<file path="src/rtl/twc_pkg.sv">
// Shared types, constants and digit helpers for the tilt-wake watch controller.
`timescale 1ns / 1ps

package twc_pkg;

    localparam int ADC_WIDTH = 10;
    localparam int PADDR_W   = 5;
    localparam int PDATA_W   = 32;

    localparam logic [2:0] REG_SHORT_PRESS = 3'd0;
    localparam logic [2:0] REG_LONG_PRESS  = 3'd1;
    localparam logic [2:0] REG_AUTO_OFF    = 3'd2;
    localparam logic [2:0] REG_BLINK       = 3'd3;
    localparam logic [2:0] REG_TILT_X_LOW  = 3'd4;
    localparam logic [2:0] REG_TILT_X_HIGH = 3'd5;
    localparam logic [2:0] REG_TILT_Y_MIN  = 3'd6;

    localparam logic [15:0] SHORT_PRESS_RST = 16'd5;
    localparam logic [15:0] LONG_PRESS_RST  = 16'd200;
    localparam logic [7:0]  AUTO_OFF_RST    = 8'd4;
    localparam logic [7:0]  BLINK_RST       = 8'd20;
    localparam logic [ADC_WIDTH-1:0] TILT_X_LOW_RST  = ADC_WIDTH'(478);
    localparam logic [ADC_WIDTH-1:0] TILT_X_HIGH_RST = ADC_WIDTH'(575);
    localparam logic [ADC_WIDTH-1:0] TILT_Y_MIN_RST  = ADC_WIDTH'(500);

    localparam logic [5:0]  MAX_MINSEC  = 6'd59;
    localparam logic [3:0]  MAX_HOUR    = 4'd12;
    localparam logic [7:0]  CNT8_MAX    = 8'hFF;
    localparam logic [15:0] CNT16_MAX   = 16'hFFFF;

    typedef enum logic [2:0] {
        ACT_SECOND  = 3'd0,
        ACT_BUTTON  = 3'd1,
        ACT_PRESS   = 3'd2,
        ACT_REFRESH = 3'd3,
        ACT_ACCEL   = 3'd4
    } act_t;

    typedef enum logic [1:0] {
        MODE_DARK  = 2'd0,
        MODE_SHOW  = 2'd1,
        MODE_SET_H = 2'd2,
        MODE_SET_M = 2'd3
    } mode_t;

    typedef enum logic [1:0] {
        POS_HOUR_TENS = 2'd0,
        POS_HOUR_ONES = 2'd1,
        POS_MIN_TENS  = 2'd2,
        POS_MIN_ONES  = 2'd3
    } pos_t;

    typedef struct packed {
        logic [15:0]          short_press_ticks;
        logic [15:0]          long_press_ticks;
        logic [7:0]           auto_off_seconds;
        logic [7:0]           blink_period;
        logic [ADC_WIDTH-1:0] tilt_x_low;
        logic [ADC_WIDTH-1:0] tilt_x_high;
        logic [ADC_WIDTH-1:0] tilt_y_min;
    } cfg_t;

    typedef struct packed {
        logic [2:0]           action;
        logic                 button_down;
        logic [ADC_WIDTH-1:0] accel_x;
        logic [ADC_WIDTH-1:0] accel_y;
    } item_t;

    typedef struct packed {
        logic [1:0] mode_now;
        logic       display_active;
        logic [1:0] digit_select;
        logic [3:0] digit_value;
        logic       digit_show;
        logic       dot_on;
        logic [3:0] clock_hours;
        logic [5:0] clock_minutes;
        logic [5:0] clock_seconds;
    } res_t;

    function automatic logic [3:0] tens6(input logic [5:0] v);
        logic [3:0] q;
        begin
            if (v >= 6'd60)
                q = 4'd6;
            else if (v >= 6'd50)
                q = 4'd5;
            else if (v >= 6'd40)
                q = 4'd4;
            else if (v >= 6'd30)
                q = 4'd3;
            else if (v >= 6'd20)
                q = 4'd2;
            else if (v >= 6'd10)
                q = 4'd1;
            else
                q = 4'd0;
            return q;
        end
    endfunction

    function automatic logic [3:0] ones6(input logic [5:0] v);
        logic [5:0] t;
        logic [5:0] r;
        begin
            t = {2'b00, tens6(v)};
            r = v - (t * 6'd10);
            return r[3:0];
        end
    endfunction

endpackage

</file>
<file path="src/rtl/twc_cfg_regs.sv">
// Configuration register file behind the APB-style port.
`timescale 1ns / 1ps

module twc_cfg_regs
    import twc_pkg::*;
(
    input  logic               clk,
    input  logic               rst_n,
    input  logic               psel,
    input  logic               penable,
    input  logic               pwrite,
    input  logic [PADDR_W-1:0] paddr,
    input  logic [PDATA_W-1:0] pwdata,
    output logic [PDATA_W-1:0] prdata,
    output logic               pready,
    output cfg_t               cfg
);

    cfg_t       cfg_reg;
    logic       wr_en;
    logic [2:0] idx;

    assign pready = 1'b1;
    assign wr_en  = psel & penable & pwrite;
    assign idx    = paddr[4:2];
    assign cfg    = cfg_reg;

    always_ff @(posedge clk or negedge rst_n)
    begin
        if (!rst_n)
        begin
            cfg_reg.short_press_ticks <= SHORT_PRESS_RST;
            cfg_reg.long_press_ticks  <= LONG_PRESS_RST;
            cfg_reg.auto_off_seconds  <= AUTO_OFF_RST;
            cfg_reg.blink_period      <= BLINK_RST;
            cfg_reg.tilt_x_low        <= TILT_X_LOW_RST;
            cfg_reg.tilt_x_high       <= TILT_X_HIGH_RST;
            cfg_reg.tilt_y_min        <= TILT_Y_MIN_RST;
        end
        else if (wr_en)
        begin
            case (idx)
                REG_SHORT_PRESS: cfg_reg.short_press_ticks <= pwdata[15:0];
                REG_LONG_PRESS:  cfg_reg.long_press_ticks  <= pwdata[15:0];
                REG_AUTO_OFF:    cfg_reg.auto_off_seconds  <= pwdata[7:0];
                REG_BLINK:       cfg_reg.blink_period      <= pwdata[7:0];
                REG_TILT_X_LOW:  cfg_reg.tilt_x_low        <= pwdata[ADC_WIDTH-1:0];
                REG_TILT_X_HIGH: cfg_reg.tilt_x_high       <= pwdata[ADC_WIDTH-1:0];
                REG_TILT_Y_MIN:  cfg_reg.tilt_y_min        <= pwdata[ADC_WIDTH-1:0];
                default:         cfg_reg <= cfg_reg;
            endcase
        end
    end

    always_comb
    begin
        case (idx)
            REG_SHORT_PRESS: prdata = PDATA_W'(cfg_reg.short_press_ticks);
            REG_LONG_PRESS:  prdata = PDATA_W'(cfg_reg.long_press_ticks);
            REG_AUTO_OFF:    prdata = PDATA_W'(cfg_reg.auto_off_seconds);
            REG_BLINK:       prdata = PDATA_W'(cfg_reg.blink_period);
            REG_TILT_X_LOW:  prdata = PDATA_W'(cfg_reg.tilt_x_low);
            REG_TILT_X_HIGH: prdata = PDATA_W'(cfg_reg.tilt_x_high);
            REG_TILT_Y_MIN:  prdata = PDATA_W'(cfg_reg.tilt_y_min);
            default:         prdata = '0;
        endcase
    end

endmodule

</file>
<file path="src/rtl/twc_core.sv">
// Watch state, event handling and digit scan, one transaction per cycle while step is high.
`timescale 1ns / 1ps

module twc_core
    import twc_pkg::*;
(
    input  logic  clk,
    input  logic  rst_n,
    input  logic  step,
    input  item_t item,
    input  cfg_t  cfg,
    output res_t  res
);

    logic [3:0]  hour_reg, hour_next;
    logic [5:0]  minute_reg, minute_next;
    logic [5:0]  second_reg, second_next;
    logic [3:0]  edit_hours_reg, edit_hours_next;
    logic [5:0]  edit_minutes_reg, edit_minutes_next;
    mode_t       mode_reg, mode_next;
    logic [15:0] press_ticks_reg, press_ticks_next;
    logic        press_counting_reg, press_counting_next;
    logic [7:0]  on_seconds_reg, on_seconds_next;
    logic [7:0]  blink_ticks_reg, blink_ticks_next;
    logic        blink_phase_reg, blink_phase_next;
    logic        tilt_cleared_reg, tilt_cleared_next;
    logic [1:0]  scan_position_reg, scan_position_next;
    logic        refresh_enabled_reg, refresh_enabled_next;

    logic [6:0]  sec_inc;
    logic [6:0]  min_inc;
    logic [4:0]  hour_inc;
    logic [7:0]  on_sat;
    logic [7:0]  blink_sat;
    logic [3:0]  eh_inc;
    logic [5:0]  em_inc;
    logic        editing;
    logic        in_window;

    logic [3:0]  h_sel;
    logic [5:0]  m_sel;
    logic [3:0]  v_raw;
    logic        lit;

    assign sec_inc   = {1'b0, second_reg} + 7'd1;
    assign min_inc   = {1'b0, minute_reg} + 7'd1;
    assign hour_inc  = {1'b0, hour_reg} + 5'd1;
    assign on_sat    = (on_seconds_reg == CNT8_MAX) ? CNT8_MAX : on_seconds_reg + 8'd1;
    assign blink_sat = (blink_ticks_reg == CNT8_MAX) ? CNT8_MAX : blink_ticks_reg + 8'd1;
    assign eh_inc    = edit_hours_reg + 4'd1;
    assign em_inc    = edit_minutes_reg + 6'd1;
    assign editing   = (mode_reg == MODE_SET_H) || (mode_reg == MODE_SET_M);
    assign in_window = (item.accel_x > cfg.tilt_x_low) && (item.accel_x < cfg.tilt_x_high)
                       && (item.accel_y > cfg.tilt_y_min);

    // next state
    always_comb
    begin
        hour_next            = hour_reg;
        minute_next          = minute_reg;
        second_next          = second_reg;
        edit_hours_next      = edit_hours_reg;
        edit_minutes_next    = edit_minutes_reg;
        mode_next            = mode_reg;
        press_ticks_next     = press_ticks_reg;
        press_counting_next  = press_counting_reg;
        on_seconds_next      = on_seconds_reg;
        blink_ticks_next     = blink_ticks_reg;
        blink_phase_next     = blink_phase_reg;
        tilt_cleared_next    = tilt_cleared_reg;
        scan_position_next   = scan_position_reg;
        refresh_enabled_next = refresh_enabled_reg;

        case (item.action)
            ACT_SECOND:
            begin
                if (sec_inc > {1'b0, MAX_MINSEC})
                begin
                    second_next = '0;
                    if (min_inc > {1'b0, MAX_MINSEC})
                    begin
                        minute_next = '0;
                        hour_next   = (hour_inc > {1'b0, MAX_HOUR}) ? 4'd1 : hour_inc[3:0];
                    end
                    else
                    begin
                        minute_next = min_inc[5:0];
                    end
                end
                else
                begin
                    second_next = sec_inc[5:0];
                end
                if (mode_reg == MODE_SHOW)
                begin
                    on_seconds_next = on_sat;
                    if (on_sat > cfg.auto_off_seconds)
                    begin
                        mode_next            = MODE_DARK;
                        tilt_cleared_next    = 1'b0;
                        on_seconds_next      = '0;
                        refresh_enabled_next = 1'b0;
                    end
                end
            end
            ACT_BUTTON:
            begin
                if (item.button_down)
                begin
                    press_ticks_next    = '0;
                    press_counting_next = 1'b1;
                end
                else
                begin
                    press_counting_next = 1'b0;
                    if (press_ticks_reg >= cfg.long_press_ticks)
                    begin
                        case (mode_reg)
                            MODE_DARK, MODE_SHOW:
                            begin
                                mode_next            = MODE_SET_M;
                                edit_hours_next      = hour_reg;
                                edit_minutes_next    = minute_reg;
                                on_seconds_next      = '0;
                                blink_phase_next     = 1'b1;
                                refresh_enabled_next = 1'b1;
                            end
                            MODE_SET_M:
                            begin
                                mode_next = MODE_SET_H;
                            end
                            default:
                            begin
                                hour_next            = edit_hours_reg;
                                minute_next          = edit_minutes_reg;
                                second_next          = '0;
                                mode_next            = MODE_SHOW;
                                on_seconds_next      = '0;
                                blink_phase_next     = 1'b1;
                                refresh_enabled_next = 1'b1;
                            end
                        endcase
                    end
                    else if (press_ticks_reg >= cfg.short_press_ticks)
                    begin
                        case (mode_reg)
                            MODE_DARK:
                            begin
                                mode_next            = MODE_SHOW;
                                on_seconds_next      = '0;
                                blink_phase_next     = 1'b1;
                                refresh_enabled_next = 1'b1;
                            end
                            MODE_SHOW:
                            begin
                                mode_next            = MODE_DARK;
                                on_seconds_next      = '0;
                                refresh_enabled_next = 1'b0;
                            end
                            MODE_SET_H:
                            begin
                                edit_hours_next = (eh_inc > MAX_HOUR) ? 4'd1 : eh_inc;
                            end
                            default:
                            begin
                                edit_minutes_next = (em_inc > MAX_MINSEC) ? 6'd0 : em_inc;
                            end
                        endcase
                    end
                end
            end
            ACT_PRESS:
            begin
                if (press_counting_reg && (press_ticks_reg != CNT16_MAX))
                    press_ticks_next = press_ticks_reg + 16'd1;
            end
            ACT_REFRESH:
            begin
                if (refresh_enabled_reg)
                begin
                    scan_position_next = scan_position_reg + 2'd1;
                    if (editing)
                    begin
                        blink_ticks_next = blink_sat;
                        if (blink_sat > cfg.blink_period)
                        begin
                            blink_ticks_next = '0;
                            blink_phase_next = ~blink_phase_reg;
                        end
                    end
                end
            end
            ACT_ACCEL:
            begin
                if (in_window)
                begin
                    if ((mode_reg == MODE_DARK) && tilt_cleared_reg)
                    begin
                        mode_next            = MODE_SHOW;
                        tilt_cleared_next    = 1'b0;
                        on_seconds_next      = '0;
                        blink_phase_next     = 1'b1;
                        refresh_enabled_next = 1'b1;
                    end
                end
                else
                begin
                    if (mode_reg == MODE_SHOW)
                    begin
                        mode_next            = MODE_DARK;
                        on_seconds_next      = '0;
                        refresh_enabled_next = 1'b0;
                    end
                    tilt_cleared_next = 1'b1;
                end
            end
            default:
            begin
                mode_next = mode_reg;
            end
        endcase
    end

    // result
    always_comb
    begin
        h_sel = editing ? edit_hours_reg : hour_reg;
        m_sel = editing ? edit_minutes_reg : minute_reg;
        v_raw = '0;
        lit   = 1'b1;
        case (scan_position_reg)
            POS_HOUR_TENS:
            begin
                v_raw = (h_sel >= 4'd10) ? 4'd1 : 4'd0;
                if (h_sel < 4'd10)
                    lit = 1'b0;
                else if (mode_reg == MODE_SET_H)
                    lit = blink_phase_next;
            end
            POS_HOUR_ONES:
            begin
                v_raw = (h_sel >= 4'd10) ? h_sel - 4'd10 : h_sel;
                if (mode_reg == MODE_SET_H)
                    lit = blink_phase_next;
            end
            POS_MIN_TENS:
            begin
                v_raw = tens6(m_sel);
                if (mode_reg == MODE_SET_M)
                    lit = blink_phase_next;
            end
            default:
            begin
                v_raw = ones6(m_sel);
                if (mode_reg == MODE_SET_M)
                    lit = blink_phase_next;
            end
        endcase

        res.mode_now       = mode_next;
        res.display_active = refresh_enabled_next;
        res.digit_select   = scan_position_reg;
        res.clock_hours    = hour_next;
        res.clock_minutes  = minute_next;
        res.clock_seconds  = second_next;
        if ((item.action == ACT_REFRESH) && refresh_enabled_reg)
        begin
            res.digit_value = lit ? v_raw : 4'd0;
            res.digit_show  = lit;
            res.dot_on      = lit && (scan_position_reg == POS_HOUR_ONES);
        end
        else
        begin
            res.digit_value = '0;
            res.digit_show  = 1'b0;
            res.dot_on      = 1'b0;
        end
    end

    always_ff @(posedge clk or negedge rst_n)
    begin
        if (!rst_n)
        begin
            hour_reg            <= MAX_HOUR;
            minute_reg          <= '0;
            second_reg          <= '0;
            edit_hours_reg      <= '0;
            edit_minutes_reg    <= '0;
            mode_reg            <= MODE_DARK;
            press_ticks_reg     <= '0;
            press_counting_reg  <= 1'b0;
            on_seconds_reg      <= '0;
            blink_ticks_reg     <= '0;
            blink_phase_reg     <= 1'b1;
            tilt_cleared_reg    <= 1'b0;
            scan_position_reg   <= '0;
            refresh_enabled_reg <= 1'b0;
        end
        else if (step)
        begin
            hour_reg            <= hour_next;
            minute_reg          <= minute_next;
            second_reg          <= second_next;
            edit_hours_reg      <= edit_hours_next;
            edit_minutes_reg    <= edit_minutes_next;
            mode_reg            <= mode_next;
            press_ticks_reg     <= press_ticks_next;
            press_counting_reg  <= press_counting_next;
            on_seconds_reg      <= on_seconds_next;
            blink_ticks_reg     <= blink_ticks_next;
            blink_phase_reg     <= blink_phase_next;
            tilt_cleared_reg    <= tilt_cleared_next;
            scan_position_reg   <= scan_position_next;
            refresh_enabled_reg <= refresh_enabled_next;
        end
    end

endmodule

</file>
<file path="src/rtl/tilt_wake_watch_controller_unit.sv">
// Top level: input register, watch core, result register and configuration port.
//
// Usage: events arrive on the input channel (in_valid, in_stall, action, button_down,
// accel_x, accel_y); a transaction is taken at a clock edge with in_valid high and
// in_stall low. Each transaction yields exactly one result transaction on the output
// channel (out_valid, out_stall and the result fields), in order.
// The transaction is first held in the input register, then the watch state is
// updated and the result is captured in the output register in the same cycle.
// One transaction is taken per cycle while the output channel is not stalled.
// When out_stall is high the result register holds, the input register can still
// take one more transaction, and in_stall then rises until the result is taken.
// The user writes configuration registers over the APB-style port only while the
// block is idle; the block does not enforce it. pready is always high and reads
// return the register contents. Reset clears the time to 12:00:00 with the display
// off, both channel registers empty and all configuration registers at their defaults.
`timescale 1ns / 1ps

module tilt_wake_watch_controller_unit
    import twc_pkg::*;
(
    input  logic                 clk,
    input  logic                 rst_n,
    input  logic                 in_valid,
    output logic                 in_stall,
    input  logic [2:0]           action,
    input  logic                 button_down,
    input  logic [ADC_WIDTH-1:0] accel_x,
    input  logic [ADC_WIDTH-1:0] accel_y,
    output logic                 out_valid,
    input  logic                 out_stall,
    output logic [1:0]           mode_now,
    output logic                 display_active,
    output logic [1:0]           digit_select,
    output logic [3:0]           digit_value,
    output logic                 digit_show,
    output logic                 dot_on,
    output logic [3:0]           clock_hours,
    output logic [5:0]           clock_minutes,
    output logic [5:0]           clock_seconds,
    input  logic                 psel,
    input  logic                 penable,
    input  logic                 pwrite,
    input  logic [PADDR_W-1:0]   paddr,
    input  logic [PDATA_W-1:0]   pwdata,
    output logic [PDATA_W-1:0]   prdata,
    output logic                 pready
);

    cfg_t  cfg;
    item_t item_reg;
    logic  in_valid_reg;
    res_t  res;
    res_t  res_reg;
    logic  out_valid_reg;
    logic  advance;
    logic  step;

    assign advance  = ~out_valid_reg | ~out_stall;
    assign step     = in_valid_reg & advance;
    assign in_stall = in_valid_reg & ~advance;

    twc_cfg_regs u_cfg (
        .clk     (clk),
        .rst_n   (rst_n),
        .psel    (psel),
        .penable (penable),
        .pwrite  (pwrite),
        .paddr   (paddr),
        .pwdata  (pwdata),
        .prdata  (prdata),
        .pready  (pready),
        .cfg     (cfg)
    );

    twc_core u_core (
        .clk   (clk),
        .rst_n (rst_n),
        .step  (step),
        .item  (item_reg),
        .cfg   (cfg),
        .res   (res)
    );

    always_ff @(posedge clk or negedge rst_n)
    begin
        if (!rst_n)
            in_valid_reg <= 1'b0;
        else if (!in_stall)
            in_valid_reg <= in_valid;
    end

    always_ff @(posedge clk)
    begin
        if (in_valid && !in_stall)
        begin
            item_reg.action      <= action;
            item_reg.button_down <= button_down;
            item_reg.accel_x     <= accel_x;
            item_reg.accel_y     <= accel_y;
        end
    end

    always_ff @(posedge clk or negedge rst_n)
    begin
        if (!rst_n)
            out_valid_reg <= 1'b0;
        else if (advance)
            out_valid_reg <= in_valid_reg;
    end

    always_ff @(posedge clk)
    begin
        if (step)
            res_reg <= res;
    end

    assign out_valid      = out_valid_reg;
    assign mode_now       = res_reg.mode_now;
    assign display_active = res_reg.display_active;
    assign digit_select   = res_reg.digit_select;
    assign digit_value    = res_reg.digit_value;
    assign digit_show     = res_reg.digit_show;
    assign dot_on         = res_reg.dot_on;
    assign clock_hours    = res_reg.clock_hours;
    assign clock_minutes  = res_reg.clock_minutes;
    assign clock_seconds  = res_reg.clock_seconds;

endmodule
</file>
<file path="config.mk">
export PLATFORM = sky130hd
export DESIGN_NAME = tilt_wake_watch_controller_unit
export DESIGN_NICKNAME = d
export VERILOG_FILES = /design/src/rtl/twc_pkg.sv /design/src/rtl/twc_cfg_regs.sv /design/src/rtl/twc_core.sv /design/src/rtl/tilt_wake_watch_controller_unit.sv
export SDC_FILE = /design/constraint.sdc
export NUM_CORES = 1
export LEC_CHECK = 0
export ABC_AREA = 1
export ABC_CLOCK_PERIOD_IN_PS = 5500
export BUFFER_PORTS_ARGS = -buffer_cell sky130_fd_sc_hd__buf_2
export CORE_AREA = 2 2 184 186
export CTS_BUF_LIST = sky130_fd_sc_hd__clkbuf_4 sky130_fd_sc_hd__clkbuf_8
export CTS_CLUSTER_SIZE = 28
export DETAILED_ROUTE_END_ITERATION = 16
export DIE_AREA = 0 0 186 188
export RECOVER_POWER = 50
export SLEW_MARGIN = 20
export SYNTH_ARGS = -nofsm -noshare
export SYNTH_HDL_FRONTEND = slang
export SYNTH_HIERARCHICAL = 1
export SYNTH_SLANG_ARGS = --single-unit
export TNS_END_PERCENT = 5
</file>
<file path="constraint.sdc">
create_clock -name clk -period 5.5 [get_ports clk]
set_input_delay 1.1 -clock clk [delete_from_list [all_inputs] [get_ports clk]]
set_output_delay 1.1 -clock clk [all_outputs]
set_load 0.02 [all_outputs]
</file>
Word level (Yosys, flattened, before mapping)
Cells that the tools add are included.
{ "op_classes": {"n_addsub": 11, "reduce_logical": 38, "bitwise_logic": 10, "order_cmp": 20, "n_eq_ne": 30, "n_mux": 101, "multipliers": 1} }
{ "op_table": {"columns": ["cell", "count"], "rows": [
  ["$pmux W16 S7", 1],
  ["$mux W8", 13],
  ["$mux W6", 15],
  ["$mux W4", 19],
  ["$ge A16 B16 Y1", 2],
  ["$mux W16", 2],
  ["$pmux W16 S2", 1],
  ["$mux W1", 29],
  ["$pmux W6 S2", 2],
  ["$pmux W8 S3", 1],
  ["$gt A10 B10 Y1", 2],
  ["$ge A6 B6 Y1 const B", 3],
  ["$reduce_and A2 Y1", 9],
  ["$add A16 B1 Y16 const B", 1],
  ["$add A8 B1 Y8 const B", 2],
  ["$eq A8 B8 Y1 const B", 2],
  ["$gt A8 B8 Y1", 2],
  ["$mux W2", 8],
  ["$ne A16 B16 Y1 const B", 1],
  ["$add A6 B1 Y7 const B", 2],
  ["$gt A7 B6 Y1 const B", 2],
  ["$eq A3 B2 Y1 const B", 4],
  ["$eq A3 B3 Y1 const B", 4],
  ["$ge A6 B5 Y1 const B", 2],
  ["other kinds (45)", 82]
]} }
{ "totals": {"wordCells": 247, "input_bits": 68, "ff_bits": 197} }

Depth between registers and ports, before layout
Gate-level depths: netlist (run 1).
{ "depth": {"ltp_word": 14, "ltp_mapped": 28} }

Modules after synthesis
Netlist (run 1), hierarchy kept.
{ "modules_own_cells": {"columns": ["module", "cells_per_inst", "n_inst", "area_each_um2"], "rows": [
  ["twc_core", 1127, 1, 7445.9],
  ["twc_cfg_regs", 512, 1, 3986.3],
  ["tilt_wake_watch_controller_unit", 63, 1, 1626.6]
]} }

Least setup slack after synthesis (run 1)
OpenSTA, ideal clock, no wires.
{ "synth_timing": {"path_kind": "input to register", "start": "in out_stall", "end": "reg u_core.press_ticks_reg[14]", "stages": 10, "slack_ns": 1.918, "setup_ns": 0.077, "required_time_ns": 5.423, "arrival_ns": 3.504, "path_cell_list": "a21oi_1 -> clkbuf_1 -> nand2_1 -> inv_2 -> nand2_2 -> nor3_2 -> nand2_1 -> nor2_1 -> nand2_1 -> a21oi_1"} }
{ "synth_via": {"elab_chain_len": 4} }
{ "synth_rtl": {"columns": ["element", "line", "text"], "rows": [
  ["start, declared", "tilt_wake_watch_controller_unit.sv:30", "input logic out_stall,"],
  ["$not A1 Y1", "tilt_wake_watch_controller_unit.sv:58", "assign advance = ~out_valid_reg | ~out_stall;"],
  ["$or A1 B1 Y1", "tilt_wake_watch_controller_unit.sv:58", null],
  ["$and A1 B1 Y1", "tilt_wake_watch_controller_unit.sv:59", "assign step = in_valid_reg & advance;"],
  ["$reduce_and A4 Y1 (no source line)", null, null],
  ["end signal, assigned", "twc_core.sv:307", "press_ticks_reg <= press_ticks_next;"],
  ["end, declared", "twc_core.sv:21", "logic [15:0] press_ticks_reg, press_ticks_next;"]
]} }
No other way between the ends.
A chain may end at the register's enable or synchronous reset.

Worst setup path in the final report (run 1)
{ "layout_timing": {"start": "in paddr[4]", "end": "out prdata[1]"} }
{ "layout_via": {"elab_chain_len": 2} }
{ "layout_rtl": {"columns": ["element", "line", "text"], "rows": [
  ["start, declared", "tilt_wake_watch_controller_unit.sv:43", "input logic [PADDR_W-1:0] paddr,"],
  ["$eq A3 B3 Y1 (tied with other cells)", "twc_cfg_regs.sv:57", "case (idx)"],
  ["$pmux W16 S7 *", "twc_cfg_regs.sv:57", null],
  ["end, declared", "tilt_wake_watch_controller_unit.sv:45", "output logic [PDATA_W-1:0] prdata,"]
]} }
Mark *: on every way between the ends. The rest lies on a longest branch, timed or not.

==> qor.txt, run 1 <==
Status - finished, violations left
Failing checks - max-capacitance violations, max-slew violations
Top_reg_cell synth - dfrtp_1
Antenna violations before repair - 0
Root buffer cell - clkbuf_8
DP HPWL - 23.7 mm
Avg Inst Size Synth - 7.67 um^2
GR Overflow Total - 0
HP Start - u_cfg/cfg[26]
Met3 Wirelength - 1.42 mm
Most frequent cells in the layout - nand2_1 (467), inv_1 (231), o21ai_0 (161)
Worst slew margin - -137%
Die area - 35,000 um^2
Vias per cell - 5.08
Layout cells sized above 1 - 13.0%
Worst reg2reg path depth - 17
Worst hold stages - 2
Die Wd - 186 um
Yosys warns - 6
Routed WL - 32.5 mm
Worst vdd ir - 0.000233 V
GPL Wtd Cong - 0.855
Placeable Area - 33,100 um^2
Postcts setup bufs - 0
Power density over the cells - 286 nW/um^2
DRT Pass-1 Iters - 5
Hold_ws - 0.492 ns
Setup crit end kind - output port
Clock Pin Slew Worst Setup and Hold Paths - 0.11 ns
CTS tree - yes
Slew @ Worst Pin - 3.56 ns
HP Class - reg2reg
Hold_buf cts - 0
Commonest non-fill, non-tap cell in the layout - nand2_1
Max Fclk - 250 MHz
Startpoint type of the worst setup path - input pin
Post-CTS Resized - 0
Leak pwr - 7.01 nW
1st-iter DRT viols - 871
Cell area after layout - 14,200 um^2
Worst hold endpoint - u_cfg/cfg[26]
#FFs+latches synth - 197
Die height - 188 um
GR Util All Layers - 19.0%
Nets@finish - 1,932
Post-synth ARST share - 74.1%
Metal-1 WL - 15.4 mm
Worst setup path startpoint - paddr[4]
Initial Utilization - 39.4%
Post-synth EDFFs - 51
Mapped Area - 13,100 um^2
Worst EP required - 4.40 ns
Setup violators final - 0
Drt drc - 0
CP Class - in2out
Vias in the first global route - 10,380
N_diodes - 0
H-tree depth - 4
Total CTS buffers - 17
Worst reg2reg path endpoint - digit_value[3]
Clock Skew - 0.0253 ns
Clock buffer depth - 2
Worst r2r src - u_core/mode_reg[0]
Hold Fails Final Rpt - 0
Worst EP arrival - 2.89 ns
Max Cap Violations - 2
Port bufs - 94
Vias - 11,304
Site row count - 67
Setup tns final - 0 ns
Sequential area share after synthesis - 40.0%
Syn Inst Count - 1,702
Largest net degree at the start of global routing - 66
Num Clock Sinks - 197
Post-route ant nets - 0
Top-level I/O count - 130
Number of flip-flops in the largest register - 78
Clk Latency, worst-skew pair - 0.51 ns
Non-filler cells, final - 2,225
Netlist cell types - 56
Drt wl/cell - 14.6 um
Placed Area - 13,800 um^2
Fin crit period - 3.99 ns
R2r setup slk - 1.73 ns
Area growth, synth to finish - 8.50%
Max-slew violations - 119
Met2 wire len - 15.2 mm
RSZ-0062 raised after global routing - no
Uppermost layer routed - met4
Total Power - 4.05 mW
Tcrit/Tclk final - 72.6%
First-pass GRT wire length - 52.5 mm
Crit path max fanout - 31
Post-Place Cells - 2,193
[power by group]
part | switching [mW] | leakage [nW] | internal (mW)
Combinational | 0.731 | 4.57 | 0.403
Sequential | 0.177 | 2.23 | 1.74
Clock | 0.557 | 0.208 | 0.441
[cell type report]
| class | count | area [um^2] |
|---|---|---|
| inverter | 244 | 916 |
| clock buffer | 20 | 269 |
| multi-input combinational | 1201 | 6530 |
| tap | 448 | 561 |
| sequential | 197 | 5220 |
| clock inverter | 12 | 140 |
| fill | 3365 | 18900 |
| timing repair buffer | 103 | 532 |
[cells by family (layout without fill, tap and decap cells)]
group,after synthesis,count (layout),synth area share (%)
other cells,2,17,0.0575
fa+ha+maj,100,100,9.64
flops,197,197,40.0
compound gates,292,292,12.6
simple gates,777,777,26.3
buf+inv,319,379,10.4
xor+xnor,15,15,1.06
[per-stage QoR]
stage	util, %	setup slack (ns)
floorplan	-	1.92
global placement	41.6	1.56
finish	42.8	1.51
global route	42.8	0.813
CTS	42.9	1.54
detailed placement	41.6	1.54
[synth_stat cells, types with 4 or more instances]
| cell | count | area (um^2) |
|---|---|---|
| edfxtp_1 | 51 | 1530 |
| clkbuf_1 | 16 | 60.1 |
| nand4_1 | 58 | 363 |
| a21oi_1 | 60 | 300 |
| nor3_1 | 13 | 65.1 |
| nand2_2 | 9 | 56.3 |
| nand3b_1 | 5 | 37.5 |
| o31ai_1 | 4 | 30.0 |
| o211ai_2 | 6 | 75.1 |
| a31oi_1 | 4 | 25.0 |
| nor2_1 | 104 | 390 |
| nor2_2 | 8 | 50.1 |
| o21bai_1 | 5 | 37.5 |
| nand3_2 | 10 | 100 |
| dfstp_2 | 31 | 815 |
| nand2_1 | 466 | 1750 |
| o22ai_1 | 11 | 68.8 |
| buf_4 | 21 | 158 |
| ha_1 | 99 | 1240 |
| inv_1 | 231 | 867 |
| o21ai_1 | 16 | 80.1 |
| buf_2 | 31 | 155 |
| inv_2 | 13 | 48.8 |
| o21ai_0 | 161 | 806 |
| dfrtp_1 | 115 | 2880 |
| o21a_1 | 5 | 37.5 |
| o21ai_2 | 6 | 52.6 |
| xor2_1 | 12 | 105 |
| nor2_4 | 4 | 45.0 |
| nand3_1 | 86 | 430 |
[critical path: stages]
cell and delay [ns]:
buf_2 0.28, inv_2 0.47, nand3_2 0.45, nor2_1 0.22, nor2_1 0.07, nand2_1 0.11, buf_2 0.18
[worst max path at each step]
stage                                       endpoint  cells after the start
after global routing            u_core/second_reg[2]                      2
after floorplan           u_core/press_ticks_reg[14]                     10
after CTS                                  prdata[4]                      7
after global placement                     prdata[0]                      7
after detailed placement                   prdata[4]                      7
final                                      prdata[1]                      7
[metal layers]
| metal | vias up | GRT usage (%) |
|---|---|---|
| met5 | - | 0 |
| met4 | 0 | 6.09 |
| met3 | 35 | 2.95 |
| met2 | 266 | 29.8 |
| met1 | 5328 | 26.8 |
| li1 | 5675 | - |
Power figures use the tool's default switching activity.
==> run 2: changes to the inputs <==
ABC_CLOCK_PERIOD_IN_PS = 4000   (was 5500)
clock period = 4 ns   (was 5.5 ns; I/O delays follow)
==> run 2 against run 1 <==
  * The flow still finishes with violations (max-capacitance violations, max-slew violations)
  * First-iteration DRC count rose by 3.9%
  * Cell area grew 0.12%
  * Clock-buffer cell count up 1
  * Sequential share of layout area hardly changed
  * Worst setup slack worse by 1.2 ns
  * Clock power is 38% higher
  * Via count decreased by 0.78%
  * Utilization rose by 0.053 points
  * Cell count grew 0.27%
  * Register-to-register slack got worse by 1.4 ns
  * Hold slack got worse by 0.0084 ns
  * Largest power group unchanged
  * Combinational power up 39%
==> qor.txt, run 2 (synthesis gave the netlist of run 1 again) <==
Status - finished, violations left
Failing checks - max-capacitance violations, max-slew violations
Drt wl/cell - 14.6 um (about the same)
Site row count - 67 (unchanged)
HP Class - reg2reg
Routed WL - 32.6 mm (+0.32%)
First-pass GRT wire length - 54.0 mm (+2.9%)
Post-route ant nets - 0 (unchanged)
Max Fclk - 275 MHz
Vias per cell - 5.03 (-1.0%)
Number of flip-flops in the largest register - 78 (unchanged)
Commonest non-fill, non-tap cell in the layout - nand2_1
Tcrit/Tclk final - 91.1%
Drt drc - 0 (unchanged)
Filler cell count - 3,389 (+0.71%)
Die height - 188 um (unchanged)
Clock buffer depth - 2 (unchanged)
RSZ-0062 raised after global routing - no
Total CTS buffers - 17 (unchanged)
Top-level I/O count - 130 (unchanged)
Worst EP required - 4.25 ns (-0.15 ns)
Slew @ Worst Pin - 1.80 ns (-1.76 ns)
Clk Latency, worst-skew pair - 0.50 ns (about the same)
Postcts setup bufs - 0 (unchanged)
Placeable Area - 33,100 um^2 (unchanged)
Clock Skew - 0.0278 ns (+0.00254 ns)
Vias - 11,216 (-0.78%)
Die Wd - 186 um (unchanged)
Port bufs - 94 (unchanged)
Startpoint type of the worst setup path - register
Worst vdd ir - 0.000292 V (+25%)
Cell area after layout - 14,200 um^2 (+0.12%)
Worst slew margin - -19.8% (+120 points)
Initial Utilization - 39.4% (unchanged)
Layout cells sized above 1 - 12.8% (-0.21 points)
GR Util All Layers - 19.4% (+0.35 points)
Num Clock Sinks - 197 (unchanged)
Max-slew violations - 70 (-41%)
Fin crit period - 3.64 ns
Total Power - 5.60 mW (+38%)
Area growth, synth to finish - 8.63%
Largest net degree at the start of global routing - 70 (+6.1%)
CTS tree - yes
Die area - 35,000 um^2 (unchanged)
Nets@finish - 1,938 (+0.31%)
Power density over the cells - 395 nW/um^2 (+38%)
Crit path max fanout - 22 (-29%)
DRT Pass-1 Iters - 7 (+2)
Setup crit end kind - register
N_diodes - 0 (unchanged)
Vias in the first global route - 10,670 (+2.8%)
Most frequent cells in the layout - nand2_1 (466), inv_1 (231), o21ai_0 (161)
CP Class - reg2reg
1st-iter DRT viols - 905 (+3.9%)
Setup tns final - 0 ns (unchanged)
Max Cap Violations - 2 (unchanged)
Clock Pin Slew Worst Setup and Hold Paths - 0.10 ns (about the same)
Setup violators final - 0 (unchanged)
GR Overflow Total - 0 (unchanged)
H-tree depth - 4 (unchanged)
Hold Fails Final Rpt - 0 (unchanged)
DP HPWL - 24.0 mm (+1.2%)
Hold_buf cts - 0 (unchanged)
Post-CTS Resized - 0 (unchanged)
GPL Wtd Cong - 0.861 (+0.70%)
Root buffer cell - clkbuf_8
Worst EP arrival - 3.89 ns (+1.00 ns)
Leak pwr - 7.02 nW (+0.21%)
Antenna violations before repair - 0 (unchanged)
Placed Area - 13,800 um^2 (+0.42%)
run 2: layout make-up:
type	instances	area (um^2)	share of cell area, %
clock buffers	21	264	1.86
clock inverters	11	146	1.03
inverters	244	916	6.46
multi-input cells	1201	6510	45.9
flip-flops and latches	197	5220	36.8
well taps	448	561	3.95
repair buffers	109	566	3.99
run 2: power by group:
part / total, mW / internal [mW] / switching, mW / leakage, nW
clock: 1.38 / 0.651 / 0.732 / 0.214
combinational: 1.57 / 0.553 / 1.02 / 4.58
sequential: 2.64 / 2.40 / 0.244 / 2.23
run 2: final timing paths:
| check | from | end | slack, ns | cells after the start |
|---|---|---|---|---|
| max in group asynchronous | rst_n | u_core/minute_reg[2] | 1.00 | 2 |
| hold / removal | in_valid_reg | out_valid | 0.48 | 2 |
| min in group asynchronous | rst_n | u_cfg/cfg[18] | 0.78 | 1 |
| setup reg to reg | u_core/mode_reg[0] | digit_value[3] | 0.36 | 17 |
| setup / recovery | u_core/mode_reg[0] | digit_value[3] | 0.36 | 17 |
| hold reg to reg | in_valid_reg | out_valid | 0.48 | 2 |
run 2: critical path, stage by stage, from the launching register on:
cell      delay [ns]
dfrtp_1         0.47
inv_1           0.15
ha_1            0.35
nor2_4          0.52
nand2_1         0.19
o21ai_4         0.15
nor2_1          0.11
nor2_2          0.13
o211ai_2        0.12
nand2_1         0.08
nand2_2         0.05
ha_1            0.19
fa_1            0.38
xor2_1          0.19
xor2_1          0.16
nand2_1         0.06
nand2_1         0.06
nor2_1          0.04
run 2: per-stage QoR:
stage / util [%] / setup slack (ns) / hold slack [ns] / instances
3_5_place_dp: 41.8 / 0.378 / 0.477 / 2199
6_report: 42.8 / 0.357 / 0.484 / 2231
3_3_place_gp: 41.8 / 0.482 / 0.468 / 2199
2_1_floorplan: - / 0.718 / 0.453 / 1717
5_1_grt: 42.8 / 0.111 / 0.456 / 2231
4_1_cts: 43.1 / 0.377 / 0.307 / 2231
run 2: per-layer routing:
layer / wire length (um) / up-vias / share of wire, % / global-route usage [%]
met5: 0 / - / 0 / 0
met2: 15200 / 241 / 47 / 31.5
met3: 1420 / 32 / 4.3 / 3.13
met1: 15300 / 5272 / 47 / 26.4
li1: - / 5671 / - / -
met4: 716 / 0 / 2.2 / 5.72
==> run 3: changes to the inputs <==
CORE_AREA = 2 2 180 182   (was 2 2 184 186)
DIE_AREA = 0 0 182 184   (was 0 0 186 188)
SYNTH_HIERARCHICAL = default   (was 1)
==> run 3 against run 2 <==
  * The run still ends with max-capacitance violations, max-slew violations left
  * Synthesized cell count shrank 8.8%
  * Global-route usage shrank 0.96 points
  * Clock-buffer cell count shrank 3
  * Fmax shrank 0.44%
  * Critical path depth shrank 2
  * Non-clock buffer count shrank 1
  * Flip-flop and latch count is the same
  * Utilization grew 0.46 points
  * Power shrank 3.2%
  * Clock skew shrank 0.011 ns
  * Largest cell class unchanged
  * Highest routed layer unchanged
==> qor.txt, run 3 <==
Status - finished, violations left
Failing checks - max-capacitance violations, max-slew violations
R2r setup slk - 0.34 ns (-0.02 ns)
HP Class - in2reg
Hold_buf cts - 0 (unchanged)
CTS tree - yes
Startpoint type of the worst setup path - register
Max Cap Violations - 2 (unchanged)
Metal-1 WL - 14.1 mm (-7.7%)
Hold Fails Final Rpt - 0 (unchanged)
Worst vdd ir - 0.000232 V (-20%)
Sequential cell area - 5220 um^2 (unchanged)
Top_reg_cell synth - dfrtp_1
Top-level I/O count - 130 (unchanged)
Post-synth ARST share - 74.1% (unchanged)
Multi-input logic area - 6040 um^2 (-7.1%)
Site row count - 65 (-3.0%)
Setup tns final - 0 ns (unchanged)
Die area - 33,500 um^2 (-4.2%)
Post-CTS Resized - 0 (unchanged)
Vias in the first global route - 9,882 (-7.4%)
Vias - 10,383 (-7.4%)
Post-synth EDFFs - 51 (unchanged)
Drt wl/cell - 14.5 um (-0.86%)
Placeable Area - 31,400 um^2 (-5.2%)
Max Fclk - 273 MHz (-0.44%)
Root buffer cell - clkbuf_8
Post-route ant nets - 0 (unchanged)
Max-slew violations - 103 (+47%)
First-pass GRT wire length - 49.5 mm (-8.3%)
HP Start - accel_x[5]
Synth top area cells - dfrtp_1 (23%), edfxtp_1 (12%), nand2_1 (11%)
RSZ-0062 raised after global routing - no
Worst reg2reg path endpoint - digit_value[3]
Layout cells sized above 1 - 12.9% (+0.11 points)
Die Wd - 182 um (-2.2%)
Worst EP required - 4.25 ns (about the same)
Num Clock Sinks - 197 (unchanged)
Sequential area share after synthesis - 42.1% (+2.1 points)
Setup violators final - 0 (unchanged)
Routed WL - 29.8 mm (-8.8%)
Total Power - 5.42 mW (-3.2%)
#FFs+latches synth - 197 (unchanged)
Antenna violations before repair - 0 (unchanged)
CP Class - reg2reg
Setup crit end kind - register
Cell with the most instances after synthesis - nand2_1
Total CTS buffers - 17 (unchanged)
Filler cell count - 3,203 (-5.5%)
H-tree depth - 4 (unchanged)
Yosys warns - 0 (-6)
Mapped Area - 12,400 um^2 (-5.0%)
Syn Inst Count - 1,552 (-8.8%)
Post-synth top area share - 23.2% (+1.2 points)
Leak pwr - 6.60 nW (-6.0%)
Crit path max fanout - 14 (-36%)
DRT Pass-1 Iters - 5 (-2)
Avg Inst Size Synth - 7.99 um^2 (+4.2%)
Clk Latency, worst-skew pair - 0.48 ns (-0.02 ns)
Slew @ Worst Pin - 3.23 ns (+1.43 ns)
GR Overflow Total - 0 (unchanged)
Worst reg2reg path depth - 15 (-2)
1st-iter DRT viols - 716 (-21%)
Worst hold endpoint - item_reg[15]
Drt drc - 0 (unchanged)
Clock Skew - 0.0168 ns (-0.0111 ns)
Area growth, synth to finish - 9.57%
Most frequent cells in the layout - nand2_1 (363), inv_1 (229), o21ai_0 (160)
Die height - 184 um (-2.1%)
Number of flip-flops in the largest register - 78 (unchanged)
N_diodes - 0 (unchanged)
End-of-flow core utilization - 43.3% (+0.46 points)
Postcts setup bufs - 0 (unchanged)
Clock Pin Slew Worst Setup and Hold Paths - 0.11 ns (about the same)
Worst r2r src - u_core.mode_reg[0]
Worst hold stages - 1 (-1)
Worst EP arrival - 3.91 ns (+0.02 ns)
Fin crit period - 3.66 ns (+0.0159 ns)
Worst slew margin - -115% (-95 points)
Hold_ws - 0.481 ns (-0.00247 ns)
Post-synth top area cell - dfrtp_1
Initial Utilization - 39.5% (+0.081 points)
Vias per cell - 5.06 (+0.60%)
Met3 Wirelength - 1.24 mm (-13%)
Port bufs - 94 (unchanged)
GR Util All Layers - 18.4% (-0.96 points)
Most frequent cells after synthesis - nand2_1 (363), inv_1 (229), o21ai_0 (160)
Nets@finish - 1,807 (-6.8%)
Met2 wire len - 13.9 mm (-8.7%)
GPL Wtd Cong - 0.868 (+0.74%)
DP HPWL - 23.1 mm (-3.6%)
Uppermost layer routed - met4
Netlist cell types - 53 (-5.4%)
Clock buffer depth - 2 (unchanged)
Tcrit/Tclk final - 91.5% (+0.40 points)
Commonest non-fill, non-tap cell in the layout - nand2_1
Power density over the cells - 398 nW/um^2 (+0.98%)
Largest net degree at the start of global routing - 61 (-13%)
-- run 3: logic make-up after synthesis --
| kind of cell | count (synthesis) | synth area share, % |
|---|---|---|
| XOR/XNOR | 25 | 1.83 |
| flip-flops | 197 | 42.1 |
| adder cells (fa/ha/maj) | 101 | 10.2 |
| AND/OR/NAND/NOR | 616 | 21.6 |
| AO/OA/AOI/OAI | 319 | 14.5 |
| buffers and inverters | 292 | 9.64 |
| other | 2 | 0.0605 |
-- run 3: worst max-delay path, cell delays in order, from the launching register on --
cell and delay [ns]:
dfrtp_1 0.51, inv_1 0.15, ha_1 0.28, nor2_2 0.50, o21ai_1 0.25, o21ai_0 0.35
nand2_1 0.10, nand3_1 0.11, nand2_1 0.09, ha_1 0.20, fa_1 0.38, xnor2_1 0.20
nand2_1 0.07, nand2_1 0.06, o21a_1 0.12, nor2_2 0.04
-- run 3: cell type report --
class                   instances  share of cell area [%]
clock buffers                  18                    1.78
multi-input cells            1078                    44.5
inverters                     236                    6.57
flip-flops and latches        197                    38.4
well taps                     402                    3.70
repair buffers                108                    4.11
clock inverters                14                   0.948
-- run 3: report_power, final --
group | internal [mW] | switching, mW
registers | 2.42 | 0.188
logic | 0.523 | 1.01
clock network | 0.507 | 0.764
total | 3.45 | 1.97
-- run 3: through the flow --
stage	worst slack, ns	area [um^2]	cells
floorplan	1.02	12500	1567
global placement	0.496	13300	2021
detailed placement	0.409	13300	2021
CTS	0.387	13600	2053
global route	0.000837	13600	2053
finish	0.341	13600	2053
-- run 3: how the worst max path moves through the flow --
stage                            start             end  cells after the start
finish              u_core.mode_reg[0]  digit_value[3]                     15
global placement    u_core.mode_reg[0]  digit_value[3]                     17
detailed placement  u_core.mode_reg[0]  digit_value[3]                     15
CTS                 u_core.mode_reg[0]  digit_value[3]                     15
floorplan           u_core.mode_reg[0]  digit_value[3]                     18
global route        u_core.mode_reg[0]  digit_value[3]                     17
-- run 3: metal layers --
metal	global-route usage, %	vias to the layer above
met1	25.1	4865
li1	-	5260
met3	2.81	28
met2	30.3	230
met5	0	-
met4	5.48	0
